`src/hw/rtl/cobb_pkg.sv`:
```
// ----------------------------------------------------------------------------
// cobb_pkg: shared types and constants for the closest point on oriented box
// Field layout of the box registers, fixed arithmetic widths and the
// register index codes of the configuration port.
// ----------------------------------------------------------------------------
`timescale 1ns / 1ps
`default_nettype none

package cobb_pkg;

    // Register field layout: three 16-bit fields, x in the low bits
    localparam int FIELD_BITS      = 16;
    localparam int CFG_WIDTH       = 48;
    localparam int CFG_INDEX_WIDTH = 3;
    localparam int DIM             = 3;
    localparam int AXIS_COUNT      = 3;

    // Fixed point: coordinates Q8.8, axes Q2.14
    localparam int AXIS_FRAC   = 14;
    // Clamped distance: extent (16 bits) scaled by 2^14, plus sign
    localparam int DIST_W      = FIELD_BITS + AXIS_FRAC + 1;
    // Accumulator with 36 fraction bits; bounded by 3 * 2^45 + 2^43
    localparam int ACC_W       = 48;
    // Shift from 36 to 8 fraction bits
    localparam int ROUND_SHIFT = 28;

    // Register stages per cell and total latency from transfer to result
    localparam int CELL_STAGES = 3;
    localparam int LATENCY     = 2 + CELL_STAGES * AXIS_COUNT;

    // Register reset values
    localparam logic [CFG_WIDTH-1:0] BOX_CENTER_RESET   = 48'h0000_0000_0000;
    localparam logic [CFG_WIDTH-1:0] AXIS_FIRST_RESET   = 48'h0000_0000_4000;
    localparam logic [CFG_WIDTH-1:0] AXIS_SECOND_RESET  = 48'h0000_4000_0000;
    localparam logic [CFG_WIDTH-1:0] AXIS_THIRD_RESET   = 48'h4000_0000_0000;
    localparam logic [CFG_WIDTH-1:0] HALF_EXTENTS_RESET = 48'h0000_0000_0000;

    // Configuration register indexes
    typedef enum logic [CFG_INDEX_WIDTH-1:0] {
        REG_BOX_CENTER   = 3'd0,
        REG_AXIS_FIRST   = 3'd1,
        REG_AXIS_SECOND  = 3'd2,
        REG_AXIS_THIRD   = 3'd3,
        REG_HALF_EXTENTS = 3'd4
    } cfg_reg_t;

endpackage

`default_nettype wire

```
`src/hw/rtl/cobb_round.sv`:
```
// ----------------------------------------------------------------------------
// cobb_round: output stage
// Rounds the sum to 8 fraction bits, half up, and saturates each coordinate
// to the signed coordinate range.
// ----------------------------------------------------------------------------
`timescale 1ns / 1ps
`default_nettype none

module cobb_round #(
    parameter int W = 16
) (
    input  logic                              clk,
    input  logic                              rst_n,
    input  logic                              in_valid,
    input  logic signed [cobb_pkg::ACC_W-1:0] acc [cobb_pkg::DIM],
    output logic                              done,
    output logic signed [W-1:0]               near [cobb_pkg::DIM]
);

    import cobb_pkg::*;

    localparam int RW = ACC_W - ROUND_SHIFT;
    localparam int SW = (W > RW) ? W : RW;

    localparam logic signed [ACC_W-1:0] HALF =
        $signed({{(ACC_W-ROUND_SHIFT){1'b0}}, 1'b1, {(ROUND_SHIFT-1){1'b0}}});
    localparam logic signed [SW-1:0] LIM_HI =
        $signed({{(SW-W+1){1'b0}}, {(W-1){1'b1}}});
    localparam logic signed [SW-1:0] LIM_LO = ~LIM_HI;

    logic signed [ACC_W-1:0] biased  [DIM];
    logic signed [SW-1:0]    rounded [DIM];
    logic signed [W-1:0]     near_next [DIM];
    logic signed [W-1:0]     near_reg  [DIM];
    logic                    done_reg;

    // Round half up, then saturate
    always_comb
    begin
        for (int k = 0; k < DIM; k++)
        begin
            biased[k]  = acc[k] + HALF;
            rounded[k] = SW'($signed(biased[k][ACC_W-1:ROUND_SHIFT]));
            if (rounded[k] > LIM_HI)
            begin
                near_next[k] = W'(LIM_HI);
            end
            else if (rounded[k] < LIM_LO)
            begin
                near_next[k] = W'(LIM_LO);
            end
            else
            begin
                near_next[k] = W'(rounded[k]);
            end
        end
    end

    // Hold the result strobe
    always_ff @(posedge clk or negedge rst_n)
    begin
        if (!rst_n)
        begin
            done_reg <= 1'b0;
        end
        else
        begin
            done_reg <= in_valid;
        end
    end

    // Hold the result
    always_ff @(posedge clk)
    begin
        near_reg <= near_next;
    end

    assign done = done_reg;
    assign near = near_reg;

endmodule

`default_nettype wire

```
`config.mk`:
```
export PLATFORM = sky130hd
export DESIGN_NAME = cobb_round
export DESIGN_NICKNAME = d
export VERILOG_FILES = /design/src/hw/rtl/cobb_pkg.sv /design/src/hw/rtl/cobb_round.sv
export SDC_FILE = /design/constraint.sdc
export NUM_CORES = 1
export LEC_CHECK = 0
export CORE_MARGIN = 2
export CORE_UTILIZATION = 30
export DETAILED_ROUTE_END_ITERATION = 10
export DONT_BUFFER_PORTS = 1
export SLEW_MARGIN = 30
export SYNTH_ARGS = -nofsm -noshare
export SYNTH_HDL_FRONTEND = slang
export SYNTH_SLANG_ARGS = --single-unit
```
`constraint.sdc`:
```
create_clock -name clk -period 0.8 [get_ports clk]
set_clock_uncertainty 0.1 [all_clocks]
set_input_delay 0 -clock clk [delete_from_list [all_inputs] [get_ports clk]]
set_output_delay 0 -clock clk [all_outputs]
set_load 0.05 [all_outputs]
```
### After elaboration in Yosys (flattened, before gate mapping)

Cells that the tools add are included.

* input bits: 147
* output and inout bits: 49
* word-level logic and storage cells: 16
* flip-flop bits (word level): 49

* order comparisons: 6
* add/sub/neg operators: 3
* muxes and demuxes: 3

Operators with widths (count)
* adder 48 x 29 -> 48 bit (second input constant): 3
* greater-than comparator 20 x 16 -> 1 bit (second input constant): 3
* less-than comparator 20 x 16 -> 1 bit (second input constant): 3
* 2-to-1 mux 16 bit: 3

### Logic depth before layout (Yosys ltp)

Gate-level depths: netlist (run 1).

* depth after elaboration: 3
* depth in mapped cells: 9
* mapped depth without buffers: 8

### Worst setup path before layout (run 1)

Ideal clock, no wire load.

* path kind: input port to flip-flop
* from: input acc[29] (netlist name)
* to: register near_reg (netlist bit near[10])
* slack: -1.163 ns
* data required time: 0.631 ns
* stages on the path: 7
* setup time: 0.069 ns
* arrival: 1.794 ns
* path buffers: 1
* path through: clkbuf_1 nand3_1 or4_4 or3_4 a211oi_4 nor2_2 o21ai_1

* word-level cells in the longest chain between the ends: 3
* elaborated cells between the ends (all ways): 4
* classes of those cells: add/sub: 1; order compare: 2; mux: 1

Ends and longest elaborated chain
* start, declared: line cobb_round.sv:15 `input logic signed [cobb_pkg::ACC_W-1:0] acc [cobb_pkg::DIM],`
* adder 48 x 29 -> 48 bit (*): line cobb_round.sv:42 `biased[k] = acc[k] + HALF;`
* less-than comparator 20 x 16 -> 1 bit: line cobb_round.sv:48 `else if (rounded[k] < LIM_LO)`
* 2-to-1 mux 16 bit: line cobb_round.sv:48
* end signal, assigned: line cobb_round.sv:75 `near_reg <= near_next;`
* end, declared: line cobb_round.sv:34 `logic signed [W-1:0] near_reg [DIM];`

Every way passes the cells marked *; elsewhere a longest branch is shown, timed or not.
A chain may end at the register's enable or synchronous reset.

### Final worst setup path (run 1)

* from: input acc[27] (netlist name)
* to: register near_reg (netlist bit near[3])

The elaborated chain is that of the path after synthesis.

==> impl_metrics.env, run 1 <==
export IMPL_clkSlewWorstSetupHoldPaths_ns=0.09
export IMPL_max_slew_margin_rel=0.7801
export IMPL_overflow=0
export IMPL_syn_to_final_growth_pct=113.6
export IMPL_outcome="finished with violations"
export IMPL_cts_max_level=2
export IMPL_start_util=0.3139
export IMPL_drive_gt1_frac=0.5487
export IMPL_ctsHoldBuffers=46
export IMPL_synthTopCellsByArea="dfxtp_1, xor2_1, xnor2_1"
export IMPL_period_share=1.768
export IMPL_min_path_cells=2
export IMPL_whs_endpoint="near[47]$_SDFF_PN0_"
export IMPL_setup_viol_count_final=97
export IMPL_yosysTopAreaCell="dfxtp_1"
export IMPL_dieWidth_um=94.39
export IMPL_wl_um=10340
export IMPL_holdCritStartpoint="acc[143]"
export IMPL_seq_area_frac_synth=0.4022
export IMPL_tightest_slew_ns=0.3282
export IMPL_gp_congestion=0.8742
export IMPL_hold_slack_ns=-0.1566
export IMPL_syn_area_um2=2451
export IMPL_boundaryPins=196
export IMPL_grt_pass1_wl_um=15790
export IMPL_grt_pass1_vias=3236
export IMPL_n_fill_cell=572
export IMPL_antenna_cells=0
export IMPL_yosys_warnings=0
export IMPL_synth_edff_count=0
export IMPL_yosys_area_top_type_share=0.3920
export IMPL_min_period_ns=1.414
export IMPL_crit_fanout=5
export IMPL_drt_initial_drc_count=97
export IMPL_slew_violations=0
export IMPL_path_class="in2reg"
export IMPL_hold_violations=11
export IMPL_fin_total_pwr_mw=6.950
export IMPL_first_pass_iters=4
export IMPL_fmax_mhz=707.0
export IMPL_dpl_hpwl_um=6426
export IMPL_hold_class="in2reg"
export IMPL_wl_per_cell_um=18.67
export IMPL_drc_errors=0
export IMPL_cts_buffers=5
export IMPL_clockBufferDepth=2
export IMPL_port_buffers=0
export IMPL_fin_area_um2=5236
export IMPL_row_count=32
export IMPL_placed_area_um2=4039
export IMPL_syn_nets=435
export IMPL_antenna_found_initial=0
export IMPL_setup_ws_ns=-0.6144
export IMPL_maxCapViolations=0
export IMPL_powerDensity_nw_per_um2=1327
export IMPL_cp_data_arrival_time_ns=1.54
export IMPL_avgSynthCellArea_um2=8.600
export IMPL_grt_util_all_layers=0.2302
export IMPL_peakVddDrop_mv=0.7985
export IMPL_syn_inst=285
export IMPL_cts_tree="built"
export IMPL_die_h_um=94.39
export IMPL_core_um2=7807
export IMPL_dieArea_um2=8909
export IMPL_cts_root_buf="clkbuf_8"
export IMPL_place_ws_ns=-0.9877
export IMPL_antenna_left=0
export IMPL_grt_max_degree=15
export IMPL_leakagePower_nw=2.062
export IMPL_crit_path_end_kind="flip-flop"
export IMPL_synth_seq_cells=49
export IMPL_synth_cell_type_count=38
export IMPL_violations="hold timing, setup timing"
export IMPL_synth_top_flop_cell="dfxtp_1"
export IMPL_post_route_util=0.6707
export IMPL_vias=2943
export IMPL_critPathLaunchType="primary input"
export IMPL_nNetsFinal=601
export IMPL_largest_reg_flops=48
export IMPL_rsz0062_at_grt="yes"
export IMPL_clkSinkCount=49
export IMPL_cp_required_ns=0.92
export IMPL_synthArstFlopShare=0.02041
export IMPL_via_per_inst=5.312
how the worst max path moves through the flow:
stage / from / end / cells after the start
2_1_floorplan: acc[29] / near[10]$_SDFF_PN1_ / 7
3_3_place_gp: acc[37] / near[13]$_SDFF_PN1_ / 7
3_5_place_dp: acc[37] / near[9]$_SDFF_PN1_ / 7
4_1_cts: acc[27] / near[10]$_SDFF_PN1_ / 7
5_1_grt: acc[27] / near[3]$_SDFF_PN1_ / 7
6_report: acc[27] / near[3]$_SDFF_PN1_ / 7
per-layer routing:
metal | vias up | part of all wire | GRT usage | routed length (um)
met1 | 1416 | 0.36 | 0.2521 | 3774
met5 | - | 0 | 0 | 0
met3 | 31 | 0.079 | 0.06784 | 822
met4 | 0 | 0.032 | 0.08816 | 336
met2 | 144 | 0.52 | 0.4179 | 5410
li1 | 1352 | - | - | -
through the flow:
step	std cells	setup TNS, ns
finish	554	-29.24
global route	554	-33.12
CTS	552	-27.74
detailed placement	472	-38.98
global placement	472	-37.34
floorplan	285	-35.41
layout by cell type (no fill, tap or decap), drive strengths merged, types with 2 or more instances in the layout:
cell type,instances
ha,3
dlygate4sd3,46
dfxtp,48
nand3,22
or3,2
inv,6
buf,118
o21ai,45
and4,3
nor2,19
and3,7
a31o,4
or4,2
xnor2,25
o31a,2
nor4,4
nor3,6
nand4,14
nand2,27
clkbuf,7
xor2,29
area by class of cell:
| cell class | count | area, um2 | share of cell area |
|---|---|---|---|
| Clock buffer | 7 | 76.32 | 0.01458 |
| Inverter | 6 | 22.52 | 0.004301 |
| Clock inverter | 1 | 7.507 | 0.001434 |
| Timing Repair Buffer | 164 | 2027 | 0.3871 |
| Multi-Input combinational cell | 225 | 1931 | 0.3687 |
| Sequential cell | 49 | 1045 | 0.1995 |
| Tap cell | 102 | 127.6 | 0.02437 |
timing repair:
action / CTS / global route
endpoints found under the hold margin: 50 / 9
buffers inserted: 21 / 5
setup endpoints to repair: 97 / 97
gates cloned: 5 / 0
pin swaps: 29 / 12
gates resized for setup: 97 / 31
power breakdown:
group	total, mW	internal (mW)	switching (mW)
sequential	2.85	2.68	0.172
combinational	2.67	1.34	1.33
clock	1.43	0.621	0.809
total	6.95	4.64	2.31
synth_stat cells, types with 2 or more instances:
cell,count
ha_1,3
nor3_1,6
nor2_1,17
xor2_1,29
dfxtp_1,48
nand3_1,22
o21ai_1,41
and4_1,3
inv_1,6
o31a_1,2
xnor2_1,25
nand4_1,13
and3_1,7
a31o_2,2
clkbuf_1,6
o21ai_0,4
nor4_1,4
nand2_1,27
cell families (layout without fill, tap and decap cells):
group           Yosys count  count (layout)  share of synthesized area
compound gates           58              59                     0.1414
xor+xnor                 54              54                     0.1930
fa+ha+maj                 3               3                    0.01532
flops                    49              49                     0.4022
buf+inv                  13             178                    0.02042
simple gates            108             109                     0.2277
worst max-delay path: stages:
cell and delay (ns):
nand3_4 0.06, or4_4 0.53, or3_4 0.35, a211oi_4 0.26, buf_4 0.17, nor2_4 0.05
o21ai_1 0.12
(Power assumes the default switching activity.)
==> run 2: changes to the inputs <==
Settings changed: PLACE_DENSITY from default to 0.54.
==> run 2 against run 1 <==
  * The run still ends with hold timing, setup timing left
  * Worst setup slack better by 0.026 ns
  * Routed wire length down 3.9%
  * Flip-flop and latch count unchanged
  * Non-clock buffer count decreased by 13
  * Maximum frequency increased by 1.8%
  * Worst hold slack worse by 0.021 ns
==> impl_metrics.env, run 2 (same netlist as run 1, synthesis figures left out) <==
export IMPL_port_buffers=0
export IMPL_crit_buf_inv=1
export IMPL_min_path_cells=2
export IMPL_cts_max_level=2
export IMPL_row_count=32
export IMPL_ctsHoldBuffers=50
export IMPL_tightest_slew_ns=0.4121
export IMPL_tns_ns=-26.65
export IMPL_antenna_cells=0
export IMPL_maxCapViolations=0
export IMPL_dieArea_um2=8909
export IMPL_clockBufferDepth=2
export IMPL_clkSinkCount=49
export IMPL_clkSlewWorstSetupHoldPaths_ns=0.09
export IMPL_violations="hold timing, setup timing"
export IMPL_crit_path_end_kind="flip-flop"
export IMPL_hold_slack_ns=-0.1772
export IMPL_setup_ws_ns=-0.5888
export IMPL_first_pass_iters=4
export IMPL_cts_tree="built"
export IMPL_grt_util_all_layers=0.2147
export IMPL_max_slew_margin_rel=0.7239
export IMPL_antenna_left=0
export IMPL_mostFrequentLayoutCell="dlygate4sd3_1"
export IMPL_fin_area_um2=5189
export IMPL_via_per_inst=5.151
export IMPL_holdCritStartpoint="acc[143]"
export IMPL_gp_congestion=0.8987
export IMPL_syn_to_final_growth_pct=111.7
export IMPL_hold_violations=7
export IMPL_final_cell_mix="dlygate4sd3_1, buf_12, dfxtp_2"
export IMPL_outcome="finished with violations"
export IMPL_min_period_ns=1.389
export IMPL_largest_reg_flops=48
export IMPL_grt_max_degree=17
export IMPL_placed_area_um2=3984
export IMPL_die_h_um=94.39
export IMPL_path_class="in2reg"
export IMPL_cts_buffers=5
export IMPL_cts_root_buf="clkbuf_8"
export IMPL_nNetsFinal=590
export IMPL_critical_path_top_delay_family="simple AND/OR/NAND/NOR gates"
export IMPL_overflow=0
export IMPL_fmax_mhz=720.1
export IMPL_whs_endpoint="near[47]$_SDFF_PN0_"
export IMPL_grt_pass1_wl_um=14750
export IMPL_dpl_hpwl_um=5992
export IMPL_wl_um=9936
export IMPL_setup_viol_count_final=97
export IMPL_period_share=1.736
export IMPL_antenna_found_initial=0
export IMPL_leakagePower_nw=2.016
export IMPL_fin_total_pwr_mw=7.270
export IMPL_hold_class="in2reg"
export IMPL_dieWidth_um=94.39
export IMPL_vias=2797
export IMPL_critPathLaunchType="primary input"
export IMPL_final_instance_count_excl_fill=543
export IMPL_powerDensity_nw_per_um2=1401
export IMPL_cp_required_ns=0.93
export IMPL_drive_gt1_frac=0.5465
export IMPL_setup_worst_path_start="acc[37]"
export IMPL_critPathSlowestCell="or4_4"
export IMPL_peakVddDrop_mv=0.9360
export IMPL_place_inst=468
export IMPL_rsz0062_at_grt="yes"
export IMPL_post_route_util=0.6646
export IMPL_start_util=0.3139
export IMPL_cp_cell_sequence="nand2_2, or4_4, or3_4, a211oi_4, buf_6, nor2_4, o21ai_2"
export IMPL_cpPeakStageDelay_ns=0.53
export IMPL_crit_fanout=6
export IMPL_slew_violations=0
export IMPL_core_um2=7807
export IMPL_drt_initial_drc_count=91
export IMPL_drc_errors=0
export IMPL_wl_per_cell_um=18.30
export IMPL_boundaryPins=196
export IMPL_cp_data_arrival_time_ns=1.52
export IMPL_grt_pass1_vias=2996
[run 2: routing by layer]
layer | part of all wire | up-vias | global-route usage
met1 | 0.37 | 1323 | 0.2328
li1 | - | 1326 | -
met4 | 0.019 | 0 | 0.07367
met5 | 0 | - | 0
met2 | 0.51 | 132 | 0.3839
met3 | 0.097 | 16 | 0.08061
[run 2: cell type report]
type | count | area [um2]
Clock buffer | 5 | 68.82
Clock inverter | 3 | 46.29
Fill cell | 574 | 2619
Inverter | 6 | 22.52
Multi-Input combinational cell | 227 | 1957
Sequential cell | 49 | 1046
Tap cell | 102 | 127.6
Timing Repair Buffer | 151 | 1921
[run 2: worst max path at each step]
stage / to / slack, ns / cells after the start
floorplan: near[10]$_SDFF_PN1_ / -0.90 / 7
global placement: near[8]$_SDFF_PN1_ / -0.96 / 6
detailed placement: near[8]$_SDFF_PN1_ / -0.98 / 6
CTS: near[3]$_SDFF_PN1_ / -0.59 / 7
global route: near[5]$_SDFF_PN1_ / -0.62 / 7
finish: near[8]$_SDFF_PN1_ / -0.59 / 7
[run 2: metrics by stage]
| step | setup slack, ns | hold WS, ns |
|---|---|---|
| CTS | -0.5886 | -0.1845 |
| floorplan | -0.8970 | -0.3956 |
| detailed placement | -0.9791 | -0.3956 |
| finish | -0.5888 | -0.1772 |
| global placement | -0.9555 | -0.3956 |
| global route | -0.6232 | -0.1902 |
[run 2: where the power goes]
group / switching [mW] / internal (mW) / total [mW]
combinational: 1.32 / 1.32 / 2.63
sequential: 0.168 / 2.68 / 2.85
clock: 0.850 / 0.937 / 1.79
total: 2.33 / 4.94 / 7.27
[run 2: what timing repair did]
item	CTS	global route
setup endpoints to repair	97	97
gates resized for setup	96	35
pin swaps	17	31
gates cloned	3	1
buffers inserted	9	6
endpoints found under the hold margin	50	7
